**src/design/bss_pkg.sv**
```systemverilog
`timescale 1ns / 1ps
// bss_pkg: shared types and codes for the backend server selector.
// No dependencies; imported by bss_store and backend_server_selector.
package bss_pkg;

  // Field widths
  localparam int OP_W     = 3;
  localparam int IDX_W    = 4;
  localparam int VAL_W    = 16;
  localparam int MODE_W   = 2;
  localparam int SCNT_W   = 5;
  localparam int CFG_IDX_W  = 1;
  localparam int CFG_DATA_W = 5;

  // Servers reachable through a 4-bit index
  localparam int IDX_SPACE = 1 << IDX_W;
  localparam int MAX_SERVERS_DEF = 16;

  // Request opcodes
  localparam logic [OP_W-1:0] OP_SELECT      = 3'd0;
  localparam logic [OP_W-1:0] OP_SET_UP      = 3'd1;
  localparam logic [OP_W-1:0] OP_REPORT_LOAD = 3'd2;
  localparam logic [OP_W-1:0] OP_CONN_OPEN   = 3'd3;
  localparam logic [OP_W-1:0] OP_CONN_CLOSE  = 3'd4;

  // Selection modes
  localparam logic [MODE_W-1:0] MODE_ROUND_ROBIN = 2'd0;
  localparam logic [MODE_W-1:0] MODE_LEAST_CONN  = 2'd1;
  localparam logic [MODE_W-1:0] MODE_LEAST_LOAD  = 2'd2;

  // Configuration register indexes
  localparam logic [CFG_IDX_W-1:0] CFG_ALGORITHM_MODE = 1'd0;
  localparam logic [CFG_IDX_W-1:0] CFG_SERVER_COUNT   = 1'd1;

  typedef struct packed {
    logic [OP_W-1:0]  opcode;
    logic [IDX_W-1:0] server_index;
    logic [VAL_W-1:0] value;
  } in_req_t;

  typedef struct packed {
    logic [IDX_W-1:0] selected_server;
    logic             none_available;
  } out_res_t;

  // Store access, one read and one write address per cycle
  typedef struct packed {
    logic [IDX_W-1:0] rd_idx;
    logic             cnt_we;
    logic             load_we;
    logic [IDX_W-1:0] wr_idx;
    logic [VAL_W-1:0] cnt_wdata;
    logic [VAL_W-1:0] load_wdata;
  } store_req_t;

  typedef struct packed {
    logic [VAL_W-1:0] cnt;
    logic [VAL_W-1:0] load;
  } store_rsp_t;

endpackage

```
**src/design/backend_server_selector.sv**
```systemverilog
`timescale 1ns / 1ps
// backend_server_selector: picks a backend server per new connection.
// Depends on bss_pkg and bss_store.
//
//  port group  | dir | handshake          | payload
//  ------------+-----+--------------------+---------------------------------
//  in_*        | in  | in_valid/in_ready  | in_data  (opcode, index, value)
//  out_*       | out | out_valid/out_ready| out_data (selected, none flag)
//  cfg_*       | in  | cfg_we only        | cfg_idx, cfg_wdata
//
// Steps: set up/down, report load and unknown opcodes finish in idle;
// connection open/close read the count, then write it back. Select scans
// the servers in use (round robin stops at the first up one; least modes
// add a drain compare); the single store read port visits one entry a cycle.
// Reset: synchronous, active low; store entries read as zero via valid bits.
// Stalls: a finished result sits in the output register while new requests
// are taken; a select waits in its final state only if that register is full.
module backend_server_selector #(
  parameter int MAX_SERVERS = bss_pkg::MAX_SERVERS_DEF
) (
  input  logic                               clk,
  input  logic                               rst_n,
  input  logic                               in_valid,
  output logic                               in_ready,
  input  bss_pkg::in_req_t                   in_data,
  output logic                               out_valid,
  input  logic                               out_ready,
  output bss_pkg::out_res_t                  out_data,
  input  logic                               cfg_we,
  input  logic [bss_pkg::CFG_IDX_W-1:0]      cfg_idx,
  input  logic [bss_pkg::CFG_DATA_W-1:0]     cfg_wdata
);
  import bss_pkg::*;

  // Only 16 servers are addressable, whatever the store could hold
  localparam int DEPTH = (MAX_SERVERS < IDX_SPACE) ? MAX_SERVERS : IDX_SPACE;
  localparam int AW    = $clog2(DEPTH);
  localparam logic [SCNT_W-1:0] DEPTH_N = SCNT_W'(DEPTH);

  typedef enum logic [4:0] {
    ST_IDLE  = 5'b00001,
    ST_RMW   = 5'b00010,  // count write-back after read
    ST_SCAN  = 5'b00100,  // one entry per cycle
    ST_DRAIN = 5'b01000,  // last compare of a least scan
    ST_FIN   = 5'b10000   // hand result to output register
  } state_t;

  state_t state_r, state_nxt;

  // Configuration
  logic [MODE_W-1:0] mode_r;
  logic [SCNT_W-1:0] count_r;

  // Up flags live in flops, counts and loads in the store
  logic [DEPTH-1:0] up_r;
  logic [AW-1:0]    rr_last_r;

  // Scan state
  logic [AW-1:0]    scan_i_r;
  logic [AW-1:0]    cand_r;
  logic [AW-1:0]    sel_r;
  logic             found_r;
  logic [VAL_W-1:0] best_r;
  logic             cmp_vld_r;
  logic [AW-1:0]    cmp_idx_r;

  // Pending count update
  logic [AW-1:0]    ev_idx_r;
  logic             ev_open_r;

  logic             out_valid_r;
  out_res_t         out_data_r;

  store_req_t       st_req;
  store_rsp_t       st_rsp;

  logic              in_acc;
  logic              idx_ok;
  logic              is_least;
  logic [SCNT_W-1:0] n_use;
  logic              last_step;
  logic              up_cand;
  logic              fin_go;
  logic [SCNT_W-1:0] last_inc;
  logic [AW-1:0]     cand_start;
  logic [SCNT_W-1:0] cand_inc;
  logic [AW-1:0]     cand_next;
  logic [VAL_W-1:0]  metric;
  logic              cmp_hit;
  logic [AW-1:0]     in_addr;

  assign in_acc   = in_valid && in_ready;
  assign in_ready = (state_r == ST_IDLE);
  assign in_addr  = in_data.server_index[AW-1:0];
  assign idx_ok   = ({1'b0, in_data.server_index} < DEPTH_N);
  assign is_least = (mode_r == MODE_LEAST_CONN) || (mode_r == MODE_LEAST_LOAD);

  // Servers in use: count clamped to 1..DEPTH
  assign n_use = (count_r == '0) ? SCNT_W'(1) :
                 ((count_r > DEPTH_N) ? DEPTH_N : count_r);

  assign last_step = (SCNT_W'(scan_i_r) == (n_use - SCNT_W'(1)));

  // Round robin: start after last pick, wrap at n_use
  assign last_inc   = SCNT_W'(rr_last_r) + SCNT_W'(1);
  assign cand_start = (last_inc >= n_use) ? '0 : AW'(last_inc);
  assign cand_inc   = SCNT_W'(cand_r) + SCNT_W'(1);
  assign cand_next  = (cand_inc >= n_use) ? '0 : AW'(cand_inc);
  assign up_cand    = up_r[cand_r];

  // Least modes: strict less-than keeps the lowest index on ties
  assign metric  = (mode_r == MODE_LEAST_LOAD) ? st_rsp.load : st_rsp.cnt;
  assign cmp_hit = cmp_vld_r && up_r[cmp_idx_r] && (!found_r || (metric < best_r));

  assign fin_go = (state_r == ST_FIN) && (!out_valid_r || out_ready);

  always_comb begin
    state_nxt = state_r;
    case (state_r)
      ST_IDLE: begin
        if (in_acc) begin
          case (in_data.opcode)
            OP_SELECT: state_nxt = ST_SCAN;
            OP_CONN_OPEN, OP_CONN_CLOSE: begin
              if (idx_ok) begin
                state_nxt = ST_RMW;
              end
            end
            default: state_nxt = ST_IDLE;
          endcase
        end
      end
      ST_RMW: state_nxt = ST_IDLE;
      ST_SCAN: begin
        if (is_least) begin
          if (last_step) begin
            state_nxt = ST_DRAIN;
          end
        end else if (up_cand || last_step) begin
          state_nxt = ST_FIN;
        end
      end
      ST_DRAIN: state_nxt = ST_FIN;
      ST_FIN: begin
        if (fin_go) begin
          state_nxt = ST_IDLE;
        end
      end
      default: state_nxt = ST_IDLE;
    endcase
  end

  // Store port: scan address while scanning, else the request's index
  always_comb begin
    st_req.rd_idx     = (state_r == ST_SCAN) ? IDX_W'(scan_i_r) : in_data.server_index;
    st_req.load_we    = in_acc && (in_data.opcode == OP_REPORT_LOAD) && idx_ok;
    st_req.cnt_we     = (state_r == ST_RMW);
    st_req.wr_idx     = (state_r == ST_RMW) ? IDX_W'(ev_idx_r) : in_data.server_index;
    st_req.load_wdata = in_data.value;
    if (ev_open_r) begin
      st_req.cnt_wdata = (st_rsp.cnt == '1) ? st_rsp.cnt : st_rsp.cnt + VAL_W'(1);
    end else begin
      st_req.cnt_wdata = (st_rsp.cnt == '0) ? st_rsp.cnt : st_rsp.cnt - VAL_W'(1);
    end
  end

  bss_store #(
    .MAX_SERVERS(MAX_SERVERS)
  ) u_store (
    .clk   (clk),
    .rst_n (rst_n),
    .req   (st_req),
    .rsp   (st_rsp)
  );

  // Control state
  always_ff @(posedge clk) begin
    if (!rst_n) begin
      state_r     <= ST_IDLE;
      mode_r      <= MODE_ROUND_ROBIN;
      count_r     <= SCNT_W'(1);
      up_r        <= '0;
      rr_last_r   <= '0;
      cmp_vld_r   <= 1'b0;
      out_valid_r <= 1'b0;
    end else begin
      state_r   <= state_nxt;
      cmp_vld_r <= (state_r == ST_SCAN) && is_least;

      if (cfg_we) begin
        case (cfg_idx)
          CFG_ALGORITHM_MODE: mode_r  <= cfg_wdata[MODE_W-1:0];
          CFG_SERVER_COUNT:   count_r <= cfg_wdata[SCNT_W-1:0];
          default: ;
        endcase
      end

      if (in_acc && (in_data.opcode == OP_SET_UP) && idx_ok) begin
        up_r[in_addr] <= in_data.value[0];
      end

      if (fin_go) begin
        out_valid_r <= 1'b1;
        if (found_r && !is_least) begin
          rr_last_r <= sel_r;
        end
      end else if (out_ready) begin
        out_valid_r <= 1'b0;
      end
    end
  end

  // Scan and payload registers
  always_ff @(posedge clk) begin
    if (in_acc) begin
      ev_idx_r  <= in_addr;
      ev_open_r <= (in_data.opcode == OP_CONN_OPEN);
      scan_i_r  <= '0;
      cand_r    <= cand_start;
      found_r   <= 1'b0;
    end else if (state_r == ST_SCAN) begin
      scan_i_r <= AW'(SCNT_W'(scan_i_r) + SCNT_W'(1));
      if (!is_least) begin
        if (up_cand) begin
          found_r <= 1'b1;
          sel_r   <= cand_r;
        end else begin
          cand_r <= cand_next;
        end
      end
    end

    cmp_idx_r <= scan_i_r;
    if (cmp_hit) begin
      found_r <= 1'b1;
      sel_r   <= cmp_idx_r;
      best_r  <= metric;
    end

    if (fin_go) begin
      out_data_r.selected_server <= found_r ? IDX_W'(sel_r) : '0;
      out_data_r.none_available  <= !found_r;
    end
  end

  assign out_valid = out_valid_r;
  assign out_data  = out_data_r;

  // A result only appears out of the final state
  a_rose_from_fin: assert property (@(posedge clk) disable iff (!rst_n)
    $rose(out_valid) |-> $past(state_r == ST_FIN))
    else $error("result raised outside final state");

  // No server means index zero
  a_none_zero: assert property (@(posedge clk) disable iff (!rst_n)
    out_valid && out_data.none_available |-> out_data.selected_server == '0)
    else $error("none_available with nonzero server");

  // A select always starts a scan
  a_select_scans: assert property (@(posedge clk) disable iff (!rst_n)
    in_valid && in_ready && (in_data.opcode == OP_SELECT) |=> state_r == ST_SCAN)
    else $error("select did not start a scan");

  // Compare stage only runs behind the scan
  a_cmp_in_scan: assert property (@(posedge clk) disable iff (!rst_n)
    cmp_vld_r |-> (state_r == ST_SCAN) || (state_r == ST_DRAIN))
    else $error("compare outside scan");

endmodule

```
**src/design/bss_store.sv**
```systemverilog
`timescale 1ns / 1ps
// bss_store: connection count and load memories, registered read.
// Depends on bss_pkg. Per-entry valid bits make unwritten entries read as zero.
module bss_store #(
  parameter int MAX_SERVERS = bss_pkg::MAX_SERVERS_DEF
) (
  input  logic                clk,
  input  logic                rst_n,
  input  bss_pkg::store_req_t req,
  output bss_pkg::store_rsp_t rsp
);
  import bss_pkg::*;

  localparam int DEPTH = (MAX_SERVERS < IDX_SPACE) ? MAX_SERVERS : IDX_SPACE;
  localparam int AW    = $clog2(DEPTH);

  logic [VAL_W-1:0] cnt_mem  [DEPTH];
  logic [VAL_W-1:0] load_mem [DEPTH];
  logic [DEPTH-1:0] cnt_vld_r;
  logic [DEPTH-1:0] load_vld_r;
  store_rsp_t       rsp_r;

  logic [AW-1:0] wa;
  logic [AW-1:0] ra;

  assign wa = req.wr_idx[AW-1:0];
  assign ra = req.rd_idx[AW-1:0];

  always_ff @(posedge clk) begin
    if (req.cnt_we) begin
      cnt_mem[wa] <= req.cnt_wdata;
    end
    if (req.load_we) begin
      load_mem[wa] <= req.load_wdata;
    end
    rsp_r.cnt  <= cnt_vld_r[ra]  ? cnt_mem[ra]  : '0;
    rsp_r.load <= load_vld_r[ra] ? load_mem[ra] : '0;
  end

  always_ff @(posedge clk) begin
    if (!rst_n) begin
      cnt_vld_r  <= '0;
      load_vld_r <= '0;
    end else begin
      if (req.cnt_we) begin
        cnt_vld_r[wa] <= 1'b1;
      end
      if (req.load_we) begin
        load_vld_r[wa] <= 1'b1;
      end
    end
  end

  assign rsp = rsp_r;

endmodule

```
**config.mk**
```make
export PLATFORM = sky130hd
export DESIGN_NAME = backend_server_selector
export DESIGN_NICKNAME = d
export VERILOG_FILES = /design/src/design/bss_pkg.sv /design/src/design/backend_server_selector.sv /design/src/design/bss_store.sv
export SDC_FILE = /design/constraint.sdc
export NUM_CORES = 1
export LEC_CHECK = 0
export ABC_AREA = 0
export BUFFER_PORTS_ARGS = -buffer_cell sky130_fd_sc_hd__buf_2
export CAP_MARGIN = 10
export CORE_MARGIN = 2
export CORE_UTILIZATION = 50
export DETAILED_ROUTE_END_ITERATION = 12
export PLACE_DENSITY = 0.72
export RECOVER_POWER = 25
export SYNTH_ARGS = -nofsm -noshare
export SYNTH_HDL_FRONTEND = slang
export SYNTH_HIERARCHICAL = 1
export SYNTH_SLANG_ARGS = --single-unit
export TNS_END_PERCENT = 100
```
**constraint.sdc**
```tcl
create_clock -name clk -period 3.87 [get_ports clk]
set_clock_uncertainty 0.15 [all_clocks]
set_input_delay 0.5805 -clock clk [delete_from_list [all_inputs] [get_ports clk]]
set_output_delay 0.5805 -clock clk [all_outputs]
set_load 0.03 [all_outputs]
```
==> flow_summary.toml <==
[synth]
synth-edff-count = 546
post-synth-top-area-fraction_pct = 62.3
netlist_instances = 1479
avgSynthCellArea_um2 = 17.8
yosysWarnings = 6
yosysMostFrequentCell = "edfxtp_1"
syn_area_um2 = 26300
synth-seq-cells = 653
ys_async_sr_fraction_pct = 0
ys_seq_area_share_pct = 70.4
syn_nets = 1546
netlist_top_cells_count = "edfxtp_1 (546), mux4_2 (140), dfxtp_1 (107)"
yosys.area.top_type = "edfxtp_1"
synthFlopType = "edfxtp_1"
synth.area.top_cells = "edfxtp_1 (62%), mux4_2 (12%), dfxtp_1 (8.1%), a22oi_1 (1.9%), ha_1 (1.6%)"
yosysUniqueCellTypes = 69

[clock_network]
cts.sinks = 653
cts_tree = "yes"
numCtsBuffers = 68
post_cts_buffers = 0
cts_root_buf = "clkbuf_16"
ctsHtreeMaxLevel = 3
clk_path_buf_depth = 3
clk_pin_slew_ns = 0.06
cts-resized-gates = 0
insertion_delay_ns = 0.61
cts_hold_buf = 0

[floorplanning]
start_util_pct = 50.3
pin_count = 41
dieHeight_um = 234
core_area_um2 = 52300
dieArea_um2 = 54500
die_w_um = 234
num_rows = 84

[job]
drv_cap = 1

[routing]
drt_iter0_drc = 1416
wirelength_um = 56600
detail-route-antenna-nets = 0
route.detailed.drc = 0
wl_per_cell_um = 24.2
vias = 13900
firstDrtPassIters = 5
vias_per_cell = 5.95

[power]
switching_power_uw = 2990
intPower_uw = 11600
power_density_nw_per_um2 = 487
power_frac_seq_pct = 52.1
peakVddDrop_mv = 0.413
p_leak_uw = 0.0106
swShare_pct = 20.5
p_comb_share_pct = 3.7
clkPwrFrac_pct = 44.2
power.total_uw = 14600

[placement]
dp_hpwl_um = 34500
postPlaceCellArea_um2 = 27800
dp_slack_ns = 0.571
place.gp.congestion = 0.865
portBuffers = 40

[layout]
syn2layout_area_growth_pct = 14.0
final_nets = 1658
fillers = 3913
final_util_pct = 57.4
drive_gt1_share_pct = 24.6
fin_area_um2 = 30000

[setup_path]
critPathCaptureType = "flip-flop"
startpoint_type = "flip-flop"
worst-path-max-fanout = 19
cp.arrival_ns = 3.46
required_ns = 4.00
worst-r2r-setup-slack_ns = 0.54
crit_type = "reg2reg"

[timing]
rsz0062_at_grt = "no"
setup_violations = 0
layout_setup_ws_ns = 0.539
period_needed_ns = 3.33
min_period_over_period_pct = 86.1
slew_headroom_pct = -99.1
hold_viol_final = 0
fin_setup_tns_ns = 0
tightest_slew_ns = 2.99
slew_viol_final = 67
clock.fmax_mhz = 300

[grt]
antenna_found_initial = 2
grt_max_degree = 67
grt_pass1_wl_um = 86300
grt_pass1_vias = 14200
track_usage_pct = 21.4
grt.overflow.total = 0

[run_status]
status = "finished, violations left"
violations = "capacitance limit, slew limit"

[hold_path]
hold_path_class = "in2reg"
==> flip-flops by register name (all words and copies together), names as in the netlist, 5 cells and up <==
name                count
u_store/load_vld_r     16
count_r                 5
up_r                   16
u_store/cnt_mem       256
u_store/rsp            32
u_store/cnt_vld_r      16
out_data                5
state_r                 5
u_store/load_mem      256
best_r                 16
==> cell usage in the layout, fill, tap and decap left out, types with 11 or more instances in the layout <==
| master | instances |
|---|---|
| nor2_2 | 24 |
| o21a_1 | 33 |
| buf_4 | 58 |
| xnor2_1 | 13 |
| ha_1 | 33 |
| mux2i_1 | 24 |
| nand2_1 | 87 |
| clkbuf_16 | 72 |
| a22oi_1 | 66 |
| nor2_1 | 28 |
| nand2b_1 | 16 |
| inv_1 | 37 |
| a21oi_1 | 23 |
| dfxtp_1 | 107 |
| mux2_1 | 11 |
| nor2b_1 | 11 |
| edfxtp_1 | 546 |
| buf_2 | 16 |
| nand3_1 | 26 |
| o21ai_0 | 12 |
| mux4_2 | 140 |
| a21oi_2 | 20 |
| buf_12 | 13 |
| clkbuf_1 | 41 |
| clkinv_1 | 11 |
==> stage by stage <==
stage          hold WS, ns  std cells
6_report             0.101       2334
5_1_grt             0.0904       2333
4_1_cts             0.0739       2331
3_5_place_dp         0.283       2207
3_3_place_gp         0.267       2207
2_1_floorplan        0.179       1479
==> power groups by stage <==
stage	Clock [µW]	Combinational (µW)	Sequential, µW
after floorplan	0	371	7750
after global placement	0	536	7760
after detailed placement	0	550	7760
after CTS	6560	553	7620
after global routing	6830	592	7620
final	6450	544	7620
==> kinds of logic (layout without fill, tap and decap cells) <==
logic type / Yosys count / count (layout) / share of synthesized area, %
buffers and inverters: 109 / 275 / 2.18
adder cells (fa/ha/maj): 33 / 33 / 1.57
other: 0 / 1 / 0
AND/OR/NAND/NOR: 269 / 269 / 5.27
XOR/XNOR: 21 / 21 / 0.698
AO/OA/AOI/OAI: 207 / 207 / 5.79
multiplexers: 187 / 187 / 14.1
flip-flops: 653 / 653 / 70.4
==> final timing paths <==
check	end	start	depth (start not counted)
hold / removal	count_r[3]	cfg_wdata[3]	3
setup reg to reg	best_r[3]	mode_r[0]	11
setup / recovery	best_r[3]	mode_r[0]	11
hold reg to reg	cmp_idx_r[3]	scan_i_r[3]	0
==> layout make-up <==
type	instances	area, µm²	share of cell area (%)
Clock buffer	96	1990	6.64
Tap cell	688	861	2.87
Inverter	37	139	0.463
Antenna cell	1	2.50	0.00834
Multi-Input combinational cell	717	7360	24.5
Sequential cell	653	18500	61.8
Clock inverter	28	249	0.829
Timing Repair Buffer	114	877	2.92
==> critical path: stages, from the launching register on <==
cell      delay, ns
dfxtp_1        0.31
inv_1          0.05
ha_1           0.14
buf_4          0.27
mux2_1         0.38
ha_1           0.32
and4_1         0.23
a221oi_1       0.25
o211ai_1       0.17
a311o_1        0.41
inv_1          0.09
buf_4          0.25
==> layer usage <==
layer | share of wire, % | track usage, %
met5 | 0 | 0
met1 | 42 | 29.2
met2 | 48 | 34.7
met3 | 6.7 | 4.53
met4 | 2.5 | 6.70
Power figures use the tool's default switching activity.
